**config.mk**
```make
export PLATFORM = sky130hd
export DESIGN_NAME = fca_ctrl
export DESIGN_NICKNAME = d
export VERILOG_FILES = /design/src/rtl/fca_pkg.sv /design/src/rtl/fca_ctrl.sv
export SDC_FILE = /design/constraint.sdc
export NUM_CORES = 1
export LEC_CHECK = 0
export BUFFER_PORTS_ARGS = -buffer_cell sky130_fd_sc_hd__buf_4
export CORE_ASPECT_RATIO = 1.5
export CORE_MARGIN = 2
export CORE_UTILIZATION = 52
export CTS_BUF_LIST = sky130_fd_sc_hd__clkbuf_4
export DETAILED_ROUTE_END_ITERATION = 12
export MAX_ROUTING_LAYER = met4
export PLACE_DENSITY = 0.76
export SETUP_SLACK_MARGIN = 0.15
export SLEW_MARGIN = 20
export SYNTH_ARGS = -nofsm -noshare
export SYNTH_HDL_FRONTEND = slang
export SYNTH_SLANG_ARGS = --single-unit
```
**constraint.sdc**
```tcl
create_clock -name clk -period 2.9 [get_ports clk]
set_input_delay 0.58 -clock clk [delete_from_list [all_inputs] [get_ports clk]]
set_output_delay 0.58 -clock clk [all_outputs]
set_load 0.05 [all_outputs]
```
**src/rtl/fca_pkg.sv**
```systemverilog
// ----------------------------------------------------------------------------
// fca_pkg
// Shared types and constants for the FAT chain allocator.
// ----------------------------------------------------------------------------
package fca_pkg;

  localparam int DATA_W = 16;
  localparam int CFG_W  = 14;

  localparam logic [DATA_W-1:0] END_MARK  = 16'hFFFF;
  localparam logic [DATA_W-1:0] FREE_MARK = 16'h0000;
  localparam logic [CFG_W-1:0]  CFG_RESET = 14'd8192;

  typedef enum logic [2:0] {
    OP_WRITE = 3'd0,
    OP_READ  = 3'd1,
    OP_FREE  = 3'd2,
    OP_ALLOC = 3'd3,
    OP_COUNT = 3'd4
  } fca_op_t;

  typedef enum logic [1:0] {
    ST_OK      = 2'd0,
    ST_NO_FREE = 2'd1,
    ST_RANGE   = 2'd2
  } fca_status_t;

  typedef enum logic [2:0] {
    S_IDLE,
    S_RD_WAIT,
    S_FREE_CHK,
    S_ALLOC_SCAN,
    S_ALLOC_LINK,
    S_COUNT_SCAN,
    S_DONE
  } fca_state_t;

  typedef struct packed {
    fca_status_t       status;
    logic [DATA_W-1:0] value;
  } fca_res_t;

endpackage

```
**src/rtl/fca_ctrl.sv**
```systemverilog
// ----------------------------------------------------------------------------
// fca_ctrl
// Request sequencer: decodes a request, walks the table through the RAM one
// entry per cycle and holds the result until the output stage takes it.
// ----------------------------------------------------------------------------
module fca_ctrl #(
  parameter int TABLE_ENTRIES = 8192,
  parameter int IW            = 13
) (
  input  logic                     clk,
  input  logic                     rst_n,
  input  logic                     in_valid,
  output logic                     in_stall,
  input  logic [2:0]               in_operation,
  input  logic [fca_pkg::DATA_W-1:0] in_index,
  input  logic [fca_pkg::DATA_W-1:0] in_link_value,
  input  logic [fca_pkg::DATA_W-1:0] lim,
  output logic                     res_valid,
  output fca_pkg::fca_res_t        res,
  input  logic                     res_ready,
  output logic                     ram_we,
  output logic [IW-1:0]            ram_waddr,
  output logic [fca_pkg::DATA_W-1:0] ram_wdata,
  output logic [IW-1:0]            ram_raddr,
  input  logic [fca_pkg::DATA_W-1:0] ram_rdata
);

  import fca_pkg::*;

  localparam logic [DATA_W-1:0] TE = DATA_W'(TABLE_ENTRIES);

  fca_state_t        state_r, state_nxt;
  logic [DATA_W-1:0] idx_r, idx_nxt;
  logic [IW-1:0]     cur_r, cur_nxt;
  logic [DATA_W-1:0] ptr_r, ptr_nxt;
  logic [DATA_W-1:0] cnt_r, cnt_nxt;
  logic [DATA_W-1:0] lim_r, lim_nxt;
  fca_status_t       st_r, st_nxt;
  logic [DATA_W-1:0] val_r, val_nxt;

  logic accept;
  logic in_rng, in_end, lim_zero;
  logic rd_zero, rd_end, rd_rng, scan_last, link_needed;
  logic [DATA_W-1:0] cnt_inc;

  assign accept      = in_valid && (state_r == S_IDLE);
  assign in_rng      = in_index < TE;
  assign in_end      = in_index == END_MARK;
  assign lim_zero    = lim == '0;
  assign rd_zero     = ram_rdata == FREE_MARK;
  assign rd_end      = ram_rdata == END_MARK;
  assign rd_rng      = ram_rdata < TE;
  assign scan_last   = ptr_r >= lim_r;
  assign link_needed = (idx_r != END_MARK) && (idx_r != DATA_W'(cur_r));
  assign cnt_inc     = cnt_r + DATA_W'(1);

  // next state
  always_comb begin
    state_nxt = state_r;
    unique case (state_r)
      S_IDLE: begin
        if (in_valid) begin
          unique case (in_operation)
            OP_READ:  state_nxt = in_rng ? S_RD_WAIT : S_DONE;
            OP_FREE:  state_nxt = (!in_end && in_rng) ? S_FREE_CHK : S_DONE;
            OP_ALLOC: state_nxt = ((!in_end && !in_rng) || lim_zero) ? S_DONE
                                                                      : S_ALLOC_SCAN;
            OP_COUNT: state_nxt = lim_zero ? S_DONE : S_COUNT_SCAN;
            default:  state_nxt = S_DONE;
          endcase
        end
      end
      S_RD_WAIT: state_nxt = S_DONE;
      S_FREE_CHK: begin
        if (rd_zero || rd_end || !rd_rng) begin
          state_nxt = S_DONE;
        end
      end
      S_ALLOC_SCAN: begin
        if (rd_zero) begin
          state_nxt = link_needed ? S_ALLOC_LINK : S_DONE;
        end else if (scan_last) begin
          state_nxt = S_DONE;
        end
      end
      S_ALLOC_LINK: state_nxt = S_DONE;
      S_COUNT_SCAN: begin
        if (scan_last) begin
          state_nxt = S_DONE;
        end
      end
      S_DONE: begin
        if (res_ready) begin
          state_nxt = S_IDLE;
        end
      end
      default: state_nxt = S_IDLE;
    endcase
  end

  // datapath and RAM control
  always_comb begin
    idx_nxt   = idx_r;
    cur_nxt   = cur_r;
    ptr_nxt   = ptr_r;
    cnt_nxt   = cnt_r;
    lim_nxt   = lim_r;
    st_nxt    = st_r;
    val_nxt   = val_r;
    ram_we    = 1'b0;
    ram_waddr = cur_r;
    ram_wdata = FREE_MARK;
    ram_raddr = '0;
    in_stall  = state_r != S_IDLE;
    res_valid = state_r == S_DONE;
    res       = '{status: st_r, value: val_r};

    unique case (state_r)
      S_IDLE: begin
        if (accept) begin
          idx_nxt = in_index;
          cur_nxt = '0;
          ptr_nxt = DATA_W'(1);
          cnt_nxt = '0;
          lim_nxt = lim;
          st_nxt  = ST_OK;
          val_nxt = '0;
          unique case (in_operation)
            OP_WRITE: begin
              if (in_rng) begin
                ram_we    = 1'b1;
                ram_waddr = in_index[IW-1:0];
                ram_wdata = in_link_value;
              end else begin
                st_nxt = ST_RANGE;
              end
            end
            OP_READ: begin
              if (in_rng) begin
                ram_raddr = in_index[IW-1:0];
              end else begin
                st_nxt = ST_RANGE;
              end
            end
            OP_FREE: begin
              if (!in_end && !in_rng) begin
                st_nxt = ST_RANGE;
              end
              ram_raddr = in_index[IW-1:0];
              cur_nxt   = in_index[IW-1:0];
            end
            OP_ALLOC: begin
              if (!in_end && !in_rng) begin
                st_nxt = ST_RANGE;
              end else if (lim_zero) begin
                st_nxt = ST_NO_FREE;
              end
            end
            default: ;
          endcase
        end
      end
      S_RD_WAIT: val_nxt = ram_rdata;
      S_FREE_CHK: begin
        if (rd_zero) begin
          val_nxt = cnt_r;
        end else begin
          // clear this entry and follow its link
          ram_we    = 1'b1;
          ram_waddr = cur_r;
          ram_wdata = FREE_MARK;
          cnt_nxt   = cnt_inc;
          val_nxt   = cnt_inc;
          ram_raddr = ram_rdata[IW-1:0];
          cur_nxt   = ram_rdata[IW-1:0];
          if (!rd_end && !rd_rng) begin
            st_nxt = ST_RANGE;
          end
        end
      end
      S_ALLOC_SCAN: begin
        if (rd_zero) begin
          ram_we    = 1'b1;
          ram_waddr = cur_r;
          ram_wdata = END_MARK;
          val_nxt   = DATA_W'(cur_r);
        end else if (scan_last) begin
          st_nxt = ST_NO_FREE;
        end else begin
          ram_raddr = ptr_r[IW-1:0];
          cur_nxt   = ptr_r[IW-1:0];
          ptr_nxt   = ptr_r + DATA_W'(1);
        end
      end
      S_ALLOC_LINK: begin
        ram_we    = 1'b1;
        ram_waddr = idx_r[IW-1:0];
        ram_wdata = DATA_W'(cur_r);
      end
      S_COUNT_SCAN: begin
        cnt_nxt = rd_zero ? cnt_inc : cnt_r;
        if (scan_last) begin
          val_nxt = cnt_nxt;
        end else begin
          ram_raddr = ptr_r[IW-1:0];
          cur_nxt   = ptr_r[IW-1:0];
          ptr_nxt   = ptr_r + DATA_W'(1);
        end
      end
      S_DONE: ;
      default: ;
    endcase
  end

  always_ff @(posedge clk) begin
    if (!rst_n) begin
      state_r <= S_IDLE;
    end else begin
      state_r <= state_nxt;
    end
  end

  always_ff @(posedge clk) begin
    idx_r <= idx_nxt;
    cur_r <= cur_nxt;
    ptr_r <= ptr_nxt;
    cnt_r <= cnt_nxt;
    lim_r <= lim_nxt;
    st_r  <= st_nxt;
    val_r <= val_nxt;
  end

endmodule

```
Word-level counts from Yosys, hierarchy flattened
Cells that the tools add are included.
{ "classes": {"order_cmp": 3, "add_sub_neg": 2, "mux": 62, "n_reduce_logical": 31, "eq_ne": 24} }
{ "ops": {"columns": ["cell", "count"], "rows": [
  ["$mux 16", 12],
  ["$mux 13", 13],
  ["$pmux 16 s3", 3],
  ["$pmux 13 s4", 2],
  ["$pmux 16 s5", 1],
  ["$pmux 13 s2", 2],
  ["$add 16x1->16 const B", 2],
  ["$eq 16x16->1 const B", 2],
  ["$logic_not 16->1", 2],
  ["$lt 16x14->1 const B", 2],
  ["$mux 3", 8],
  ["$mux 2", 10],
  ["$ne 2x2->1 const B", 9],
  ["$pmux 3 s6", 1],
  ["$ge 16x16->1", 1],
  ["$ne 16x13->1", 1],
  ["$ne 16x16->1 const B", 1],
  ["$eq 3x2->1 const B", 4],
  ["$eq 3x3->1 const B", 4],
  ["$pmux 2 s3", 2],
  ["$pmux 3 s4", 1],
  ["$reduce_bool 3->1", 4],
  ["$reduce_and 4->1", 2],
  ["$eq 3x1->1 const B", 2],
  ["13 further kinds", 31]
]} }
{ "totals": {"input_bits": 71, "wordCells": 130, "ff_bits": 98, "output_inout_bits": 63} }

Logic depth before layout (Yosys ltp)
Gate-level depths: netlist (run 1).
{ "depth": {"word_depth": 8, "mapped_depth": 10, "depth_no_buf": 10} }

Worst setup path after synthesis (run 1)
OpenSTA, ideal clock, no wires.
{ "synth_timing": {"path_kind": "input to output", "start": "input in_operation[1]", "end": "output ram_waddr[0]", "t_arrival_ns": 2.635, "t_required_ns": 2.320, "path_slack_ns": -0.315, "cell_stages": 6, "n_path_buf": 1, "cell_sequence": "clkbuf_1 -> nor4_2 -> nand3_1 -> nor2_1 -> a22oi_1 -> o21ai_0"} }
{ "synth_between": {"elab_chain_cells": 4} }
{ "synth_lines": {"columns": ["item", "line_no", "text"], "rows": [
  ["start: declaration", "fca_ctrl.sv:14", "input logic [2:0] in_operation,"],
  ["$logic_not 3->1", "fca_ctrl.sv:128", "unique case (in_operation)"],
  ["$mux 13", "fca_ctrl.sv:128", null],
  ["$mux 13", "fca_ctrl.sv:120", "if (accept) begin"],
  ["$pmux 13 s2", "fca_ctrl.sv:118", "unique case (state_r)"],
  ["end: declaration", "fca_ctrl.sv:22", "output logic [IW-1:0] ram_waddr,"]
]} }
No other way between the ends.

Worst setup path after layout (run 1)
{ "layout_timing": {"start": "register ptr_r[15]", "end": "output ram_raddr[4]"} }
{ "layout_between": {"elab_chain_cells": 4} }
{ "layout_lines": {"columns": ["item", "line_no", "text"], "rows": [
  ["start: declaration", "fca_ctrl.sv:35", "logic [DATA_W-1:0] ptr_r, ptr_nxt;"],
  ["start signal: assignment", "fca_ctrl.sv:226", "ptr_r <= ptr_nxt;"],
  ["$ge 16x16->1 *", "fca_ctrl.sv:53", "assign scan_last = ptr_r >= lim_r;"],
  ["$mux 13 *", "fca_ctrl.sv:187, fca_ctrl.sv:202", null],
  ["$mux 13", "fca_ctrl.sv:182", "if (rd_zero) begin"],
  ["$pmux 13 s4 *", "fca_ctrl.sv:118", null],
  ["end: declaration", "fca_ctrl.sv:24", "output logic [IW-1:0] ram_raddr,"]
]} }
Mark *: on every way between the ends. The rest lies on a longest branch, timed or not.

==> flow_summary_export.csv, run 1 <==
group,metric,value,unit
power,switchingPower,0.00235,W
power,sequentialPowerShare,0.390,
cts,numCtsBuffers,9,
cts,cts-hold-fix-buffers,0,
route,drtIter0Drc,618,
cts,clockBufferDepth,2,
critical_path,slowest_stage,"edfxtp_1",
synthesis,yosys_register_bits,98,
critical_path,rr_startpoint,"ptr_r[9]",
floorplan,die_area,13100,sq um
route,viasPerCell,6.90,
cells_and_area,area_growth,41.2,%
synthesis,synthFlopType,"edfxtp_1",
global_routing,antenna_found_initial,1,
synthesis,synthesis.instances,598,
route,via_count,6624,
run,maxCapViolations,0,
global_routing,busiest_layer,"met2",
cts,root_buffer,"clkbuf_4",
synthesis,synthDistinctLibCells,73,
cells_and_area,fillers,848,
route,route.detailed.wl_per_inst,25.9,um
timing,fmax,0.291,GHz
timing,tightest_slew,0.688,ns
cts,cts-htree-levels,3,
power,leakage,3.51,nW
worst_hold_path,hold_path.class,"input pin to flop",
timing,slew_violations,0,
global_routing,grt_pass1_vias,6428,
cells_and_area,drive_gt1_frac,0.424,
route,wirelength,24900,um
critical_path,critPathCapture,"ram_raddr[4]",
critical_path,crit_type,"flop to primary output",
synthesis,async_flop_share,0,
floorplan,rows,49,
synthesis,yosysTopAreaCellShare,0.452,
floorplan,die_x,94.0,um
timing,post-route-min-period,3.43,ns
route,ant_nets,0,
placement,hpwl,17600,um
status,status,"complete, but fails checks",
floorplan,die_y,139,um
critical_path,r2r_setup_slack,0.18,ns
timing,grt_setup_unrepaired,"true",
synthesis,yosys-top-cells-area,"edfxtp_1, a221o_1, ha_1",
critical_path,ff2ff_path_depth,9,
global_routing,grtUsageMet3,0.0598,
floorplan,initial_utilization,0.531,
synthesis,synth_largest_area_cell,"edfxtp_1",
critical_path,crit_required,2.32,ns
cts,cts.sinks,98,
cts,insertion_delay,0.47,ns
placement,numPortBuffers,133,
power,ir_drop,0.000312,V
cells_and_area,fin_nets,891,
critical_path,reg2reg_to,"ptr_r[6]",
synthesis,yosysSeqAreaShare,0.461,
synthesis,ys_warn_count,0,
cts,cts_tree,"yes",
timing,finalSetupViolCount,13,
power,intPower,0.00303,W
status,violations,"negative setup slack",
global_routing,overflow,0,
global_routing,grt_start_max_net_pins,33,
timing,fin_worst_skew,0.0214,ns
global_routing,grt_pass1_wl,35800,um
critical_path,cp-end-kind,"primary output",
floorplan,boundaryPins,134,
floorplan,fp.coreArea,11900,sq um
placement,gp_congestion,0.950,
critical_path,critical-path-max-stage-delay,0.47,ns
route,firstDrtPassIters,5,
global_routing,grt_use_met1,0.412,
critical_path,path_cells,"ha_1, and4_1, nand4_1, a311o_1, nand3_4, inv_4, and3_4, a221o_2, buf_8",
power,power_frac_comb,0.475,
timing,period_share,1.18,
critical_path,arrival,2.85,ns
timing,fin_tns_setup,-6.55,ns
timing,hold_violations,0,
timing,whs,0.277,ns
synthesis,syn_nets,688,
synthesis,synthesis.area,6320,sq um
synthesis,synth_area_per_cell,10.6,sq um
cts,path_clk_slew,0.17,ns
power,swShare,0.437,
timing,slew_headroom,0.538,
critical_path,start_kind,"flop",
worst_hold_path,worstHoldStart,"lim[15]",
power,clockPowerShare,0.135,
global_routing,grtUsageMet2,0.612,
power,powerDensity,604,nW/um^2
route,drc_errors,0,
global_routing,track_usage,0.375,
synthesis,synth-edff-count,95,
timing,setup_ws,-0.535,ns
critical_path,critPathMaxFanout,6,
critical_path,startpoint,"ptr_r[15]",
## cell families after synthesis
| family | Yosys count | synth area share |
|---|---|---|
| fa+ha+maj | 19 | 0.0376 |
| buf+inv | 62 | 0.0410 |
| simple gates | 174 | 0.165 |
| flops | 98 | 0.461 |
| xor+xnor | 17 | 0.0236 |
| compound gates | 219 | 0.258 |
| mux | 9 | 0.0143 |
## worst min path at each step
stage                end  cells past startpoint  slack, ns
4_1_cts         lim_r[8]                      1       0.26
3_3_place_gp   cnt_r[15]                      1       0.63
3_5_place_dp   cnt_r[15]                      1       0.65
6_report       lim_r[15]                      1       0.28
2_1_floorplan  cnt_r[15]                      1       0.61
5_1_grt        lim_r[11]                      1       0.25
## per-stage QoR
step                total power, W  cells  setup slack [ns]   util  area (sq um)
finish                     0.00538    960            -0.535  0.750          8920
CTS                        0.00523    947            -0.527  0.719          8550
floorplan                  0.00355    598            0.0241      -          6470
global route               0.00557    960            -0.596  0.750          8920
detailed placement         0.00439    919           -0.0443  0.678          8070
global placement           0.00435    919            0.0176  0.678          8070
## flip-flops by register name (all words and copies together) (netlist names)
name and count:
cnt_r 16, cur_r 13, idx_r 16, lim_r 16, ptr_r 16, st_r 2
state_r 3, val_r 16
## per-layer routing
layer  up-vias  wire length [um]
met2       490             12600
met1      3164              8120
met3       133              2190
met4         0              1990
met5         -                 0
li1       2837                 -
## cell usage after synthesis (4+ instances only)
library cell	instances
a211oi_1	4
a21o_1	10
a21oi_1	35
a221o_1	44
a22oi_1	26
a311oi_1	4
a31oi_1	7
and2_1	19
and3_1	5
and4_1	7
buf_2	10
clkbuf_1	22
edfxtp_1	95
ha_1	19
inv_1	24
mux2i_1	9
nand2_1	27
nand3_1	14
nand4_1	21
nor2_1	23
nor2b_1	4
nor3_1	11
nor4_1	8
o21a_1	10
o21ai_0	25
o21ai_1	11
o21bai_1	4
o31ai_1	7
or3_1	9
xnor2_1	13
xor2_1	4
## placed cells by master (no fill, tap or decap), drive strengths merged, types with 4 or more instances in the layout
cell,count
and2,19
nor2b,4
and4,7
o21a,10
o21bai,4
a21o,10
nand4,22
nor4,12
nand3,15
a21oi,37
buf,225
xnor2,13
a221o,46
nor2,28
a311oi,5
a211oi,5
and3,8
or3,9
o31ai,7
nor3,12
a31oi,7
nand2,27
mux2i,9
edfxtp,95
ha,19
a22oi,26
o21ai,37
xor2,4
clkbuf,11
inv,28
## layout make-up
class,count,area (sq um),share of cell area
Timing Repair Buffer,227,2000,0.224
Multi-Input combinational cell,440,3570,0.400
Clock buffer,9,67.6,0.00758
Inverter,25,96.3,0.0108
Clock inverter,7,72.6,0.00814
Antenna cell,1,2.50,0.000281
Sequential cell,98,2920,0.328
Tap cell,153,191,0.0215
## timing repair
item | 4_1_cts | 5_1_grt
buffers inserted | 9 | 8
resized for setup | 66 | 56
cloned | 3 | 4
endpoints found under the setup margin | 42 | 62
pin swaps | 13 | 12
## power by group through the flow
| stage | registers, W | clock network, W | logic [W] |
|---|---|---|---|
| after global placement | 0.00210 | 0 | 0.00225 |
| after global routing | 0.00212 | 0.000783 | 0.00267 |
| final | 0.00210 | 0.000727 | 0.00256 |
| after detailed placement | 0.00211 | 0 | 0.00228 |
| after CTS | 0.00208 | 0.000728 | 0.00242 |
| after floorplan | 0.00222 | 0 | 0.00133 |
## worst max-delay path: cells and delay by family, from the launching register on
kind | cells | cell delay [ns]
AND/OR/NAND/NOR | 4 | 0.61
adder cells (fa/ha/maj) | 1 | 0.32
buffers and inverters | 2 | 0.21
flip-flops | 1 | 0.47
AO/OA/AOI/OAI | 2 | 0.77
No activity file was read; power rests on OpenSTA's default activity.
==> inputs of run 2 (changes only) <==
--- a/config.mk
+++ b/config.mk
@@ -13,7 +13,6 @@
 export DETAILED_ROUTE_END_ITERATION = 12
 export MAX_ROUTING_LAYER = met4
 export PLACE_DENSITY = 0.76
-export SETUP_SLACK_MARGIN = 0.15
 export SLEW_MARGIN = 20
 export SYNTH_ARGS = -nofsm -noshare
 export SYNTH_HDL_FRONTEND = slang
==> run 2 against run 1 <==
Compared with the run above: the run still ends with negative setup slack left; critical endpoint is now ram_raddr[1]; final cell count down 1.4%; sequential power barely moved; routed wire length decreased by 4.2%; first-iteration DRC count decreased by 3.9%; setup slack better by 0.011 ns; fmax is 0.33% higher; utilization decreased by 4.7 points; count of clock-buffer cells in the layout is the same; combinational power decreased by 7%; clock power shrank 4.8%; sequential share of layout area up 2.2 points.
==> flow_summary_export.csv, run 2 (same netlist as run 1, synthesis figures left out) <==
group,metric,value,unit
critical_path,path_buf_inv,2,
timing,finalSetupViolCount,13,
cells_and_area,multi_input_area,3330,sq um
power,ir_drop,0.000365,V
floorplan,initial_utilization,0.531,
floorplan,die_x,94.0,um
route,firstDrtPassIters,5,
cells_and_area,area_growth,32.3,%
cells_and_area,fin_nets,878,
power,total_power,0.00516,W
cells_and_area,drive_gt1_frac,0.361,
worst_hold_path,hold_path.class,"input pin to flop",
timing,hold_violations,0,
global_routing,overflow,0,
route,drtIter0Drc,594,
placement,hpwl,17800,um
placement,numPortBuffers,133,
cts,root_buffer,"clkbuf_4",
cts,cts-htree-levels,3,
timing,whs,0.276,ns
global_routing,track_usage,0.373,
route,drc_errors,0,
cts,cts.sinks,98,
critical_path,critical-path-max-stage-delay,0.47,ns
placement,gp_congestion,0.978,
status,violations,"negative setup slack",
timing,fmax,0.292,GHz
timing,fin_worst_skew,0.0339,ns
timing,period_share,1.18,
route,route.detailed.wl_per_inst,25.2,um
critical_path,slowest_stage,"edfxtp_1",
cts,cts_tree,"yes",
cts,insertion_delay,0.48,ns
floorplan,boundaryPins,134,
critical_path,cp-end-kind,"primary output",
cells_and_area,most-common-layout-cells,"buf_4, edfxtp_1, a21oi_1, a221o_1, nand2_1",
global_routing,antenna_found_initial,1,
cells_and_area,layout_commonest_cell,"buf_4",
timing,post-route-min-period,3.42,ns
critical_path,start_kind,"flop",
critical_path,path_cells,"ha_4, nor2b_4, o211ai_1, a311o_1, nand3_4, inv_4, and3_4, a221o_1, buf_6",
timing,setup_ws,-0.524,ns
placement,dp.cells,916,
global_routing,grt_pass1_wl,35500,um
critical_path,crit_required,2.32,ns
floorplan,fp.coreArea,11900,sq um
cells_and_area,regArea,2920,sq um
cells_and_area,fin_cells,947,
power,leakage,3.35,nW
route,ant_nets,0,
floorplan,rows,49,
timing,slew_violations,0,
cells_and_area,fillers,936,
cts,path_clk_slew,0.16,ns
floorplan,die_area,13100,sq um
floorplan,die_y,139,um
critical_path,critPathMaxFanout,7,
global_routing,grt_pass1_vias,6141,
run,maxCapViolations,0,
timing,slew_headroom,0.503,
critical_path,arrival,2.84,ns
route,viasPerCell,6.80,
critical_path,cp_top_family,"compound AO/OA/AOI/OAI gates",
timing,grt_setup_unrepaired,"true",
cts,clockBufferDepth,2,
timing,tightest_slew,0.740,ns
critical_path,crit_type,"flop to primary output",
route,via_count,6438,
global_routing,grt_start_max_net_pins,33,
power,powerDensity,618,nW/um^2
route,wirelength,23900,um
cts,numCtsBuffers,9,
status,status,"complete, but fails checks",
==> run 2: changes by cell type in the layout (fill, tap and decap cells not counted), moves of 4 or more <==
cell     previous run  this run
a221o_1            26        35
buf_6              32        14
buf_4             176       198
a22oi_2            12         1
nor2_4              7         2
buf_8              15         1
a221o_2            20        11
o21ai_2             5         1
a21oi_2             5         1
a22oi_1            14        25
==> run 2: cell type report <==
| type | instances | area share |
|---|---|---|
| Clock buffer | 9 | 0.00809 |
| Antenna cell | 1 | 0.000299 |
| Clock inverter | 7 | 0.00614 |
| Inverter | 25 | 0.0115 |
| Tap cell | 153 | 0.0229 |
| Multi-Input combinational cell | 439 | 0.399 |
| Sequential cell | 98 | 0.349 |
| Timing Repair Buffer | 215 | 0.203 |
==> run 2: power breakdown <==
part           switching (W)  leakage, nW  internal, W
clock network       0.000509       0.0631     0.000183
registers           0.000224        0.947      0.00186
logic                0.00154         2.34     0.000857
total                0.00227         3.35      0.00290
==> run 2: path summary, 6_finish.rpt <==
path | start | to | slack, ns | cells past startpoint
setup / recovery | ptr_r[1] | ram_raddr[1] | -0.52 | 9
hold / removal | lim[9] | lim_r[9] | 0.28 | 1
hold reg to reg | cnt_r[15] | cnt_r[15] | 0.67 | 1
setup reg to reg | ptr_r[1] | val_r[9] | 0.19 | 9
==> run 2: stage by stage <==
stage	area, sq um	setup TNS, ns	worst slack, ns	utilization
4_1_cts	8270	-6.41	-0.509	0.695
3_3_place_gp	8020	0	0.0387	0.674
6_report	8360	-6.39	-0.524	0.703
5_1_grt	8360	-7.79	-0.614	0.703
2_1_floorplan	6440	0	0.00115	-
3_5_place_dp	8020	-0.0785	-0.0266	0.674
==> run 2: repair_timing <==
| action | in CTS | in global routing |
|---|---|---|
| hold buffers | 0 | 0 |
| gates cloned | 1 | 0 |
| resized for setup | 21 | 9 |
| setup buffers | 6 | 7 |
| setup endpoints to repair | 39 | 44 |
| pin swaps | 12 | 12 |
==> run 2: per-layer routing <==
layer / part of all wire / global-route usage / wire length, um
met1: 0.34 / 0.427 / 8160
met2: 0.51 / 0.620 / 12200
met3: 0.083 / 0.0582 / 1970
met4: 0.063 / 0.195 / 1510
met5: 0 / - / 0
==> inputs of run 3 (changes only) <==
--- a/config.mk
+++ b/config.mk
@@ -7,12 +7,12 @@
 export LEC_CHECK = 0
 export BUFFER_PORTS_ARGS = -buffer_cell sky130_fd_sc_hd__buf_4
 export CORE_ASPECT_RATIO = 1.5
-export CORE_MARGIN = 2
-export CORE_UTILIZATION = 52
+export CORE_UTILIZATION = 40
 export CTS_BUF_LIST = sky130_fd_sc_hd__clkbuf_4
 export DETAILED_ROUTE_END_ITERATION = 12
 export MAX_ROUTING_LAYER = met4
-export PLACE_DENSITY = 0.76
+export PLACE_DENSITY = 0.6
+export REMOVE_ABC_BUFFERS = 1
 export SLEW_MARGIN = 20
 export SYNTH_ARGS = -nofsm -noshare
 export SYNTH_HDL_FRONTEND = slang
==> run 3 against run 2 <==
Compared with the run above: the run still ends with negative setup slack left; clock power rose by 29%; non-clock buffer count is 9 higher; hold slack improved by 0.0058 ns; total power increased by 4.3%; routed wire length is 1.2% higher; fmax down 0.54%; setup slack worse by 0.019 ns; largest cell class unchanged.
==> flow_summary_export.csv, run 3 (same netlist as run 1, synthesis figures left out) <==
group,metric,value,unit
status,status,"complete, but fails checks",
critical_path,r2r_setup_slack,0.08,ns
power,power_frac_comb,0.452,
worst_hold_path,hold_path.class,"input pin to flop",
power,powerDensity,629,nW/um^2
critical_path,crit_required,2.32,ns
power,intPower,0.00310,W
floorplan,die_area,16300,sq um
power,leakage,3.44,nW
route,route.detailed.wl_per_inst,24.1,um
status,violations,"negative setup slack",
critical_path,path_cells,"ha_1, a21o_1, a221o_1, a21oi_4, nand3_4, inv_4, and3_4, a221o_1, buf_6",
route,drc_errors,0,
floorplan,rows,55,
cells_and_area,most-common-layout-cells,"buf_4, edfxtp_1, a221o_1",
timing,setup_ws,-0.542,ns
timing,fin_worst_skew,0.0277,ns
global_routing,grt_pass1_vias,6403,
route,viasPerCell,6.29,
critical_path,crit_path_frequent_cell,"a221o_1",
placement,gp_congestion,0.993,
global_routing,antenna_found_initial,1,
power,sequentialPowerShare,0.382,
placement,place_area,8100,sq um
run,maxCapViolations,0,
cells_and_area,fin_nets,887,
global_routing,grt_use_met1,0.309,
timing,grt_setup_unrepaired,"true",
global_routing,track_usage,0.305,
floorplan,fp.coreArea,15300,sq um
global_routing,busiest_layer,"met2",
critical_path,start_kind,"flop",
critical_path,path_buf_inv,2,
floorplan,die_y,156,um
cells_and_area,layout_commonest_cell,"buf_4",
timing,slew_violations,0,
critical_path,arrival,2.86,ns
cts,cts.sinks,98,
route,drtIter0Drc,489,
timing,post-route-min-period,3.44,ns
power,swShare,0.424,
critical_path,critical-path-max-stage-delay,0.43,ns
placement,numPortBuffers,133,
route,via_count,6302,
power,switchingPower,0.00229,W
timing,tightest_slew,0.583,ns
floorplan,boundaryPins,134,
cells_and_area,fin_util,0.561,
timing,slew_headroom,0.610,
floorplan,die_x,105,um
timing,fmax,0.291,GHz
global_routing,grtUsageMet3,0.0355,
critical_path,cp_top_family,"compound AO/OA/AOI/OAI gates",
cts,path_clk_slew,0.17,ns
placement,hpwl,18600,um
cells_and_area,fillers,1383,
critical_path,crit_type,"flop to primary output",
cells_and_area,drive_gt1_frac,0.357,
cts,cts_tree,"yes",
route,ant_nets,0,
timing,hold_violations,0,
timing,fin_tns_setup,-6.30,ns
cts,insertion_delay,0.48,ns
global_routing,overflow,0,
critical_path,critPathMaxFanout,7,
global_routing,grt_start_max_net_pins,33,
floorplan,initial_utilization,0.413,
global_routing,grtUsageMet2,0.560,
global_routing,grt_pass1_wl,35900,um
placement,preCtsSetupSlack,-0.204,ns
power,total_power,0.00539,W
cells_and_area,fin_area,8560,sq um
power,clockPowerShare,0.166,
cts,clockBufferDepth,2,
critical_path,cp-end-kind,"primary output",
cells_and_area,area_growth,35.6,%
cts,numCtsBuffers,9,
route,firstDrtPassIters,5,
timing,finalSetupViolCount,13,
cts,cts-htree-levels,3,
timing,period_share,1.19,
critical_path,slowest_stage,"edfxtp_1",
cts,cts-hold-fix-buffers,0,
power,ir_drop,0.000331,V
cts,root_buffer,"clkbuf_4",
route,wirelength,24200,um
[run 3: cell count changes in the layout (fill, tap and decap cells not counted), sizes merged]
cell | before | now
bufinv | 0 | 2
buf | 215 | 224
clkinvlp | 2 | 0
[run 3: repair_timing]
item,in CTS,in global routing
pin swaps,15,4
cloned,1,1
endpoints found under the setup margin,39,43
buffers inserted,5,2
resized for setup,41,21
[run 3: power groups by stage]
stage,sequential (W),combinational (W),clock (W)
final,0.00206,0.00244,0.000893
after global routing,0.00208,0.00254,0.000955
after CTS,0.00205,0.00239,0.000907
after detailed placement,0.00208,0.00229,0
after global placement,0.00208,0.00226,0
after floorplan,0.00225,0.00117,0
[run 3: path summary, 6_finish.rpt]
path,start,to,cells past startpoint
worst max-delay path,ptr_r[9],ram_raddr[11],9
worst min-delay path,lim[6],lim_r[6],1
worst max register to register,ptr_r[9],ptr_r[14],9
worst min register to register,ptr_r[11],cur_r[11],2
[run 3: through the flow]
stage / std cells / hold slack, ns
global route: 1002 / 0.241
CTS: 998 / 0.258
detailed placement: 976 / 0.700
finish: 1002 / 0.282
global placement: 976 / 0.691
floorplan: 561 / 0.605
[run 3: area by class of cell]
class	instances	area, sq um	area share
Multi-Input combinational cell	439	3270	0.382
Sequential cell	98	2920	0.341
Timing Repair Buffer	224	1860	0.217
Tap cell	199	249	0.0291
Clock inverter	7	106	0.0124
Inverter	25	96.3	0.0113
Clock buffer	9	67.6	0.00789
Antenna cell	1	2.50	0.000292
[run 3: routing by layer]
layer / vias up / part of all wire
li1: 2833 / -
met1: 3078 / 0.34
met2: 301 / 0.54
met3: 90 / 0.056
met4: 0 / 0.059
met5: - / 0
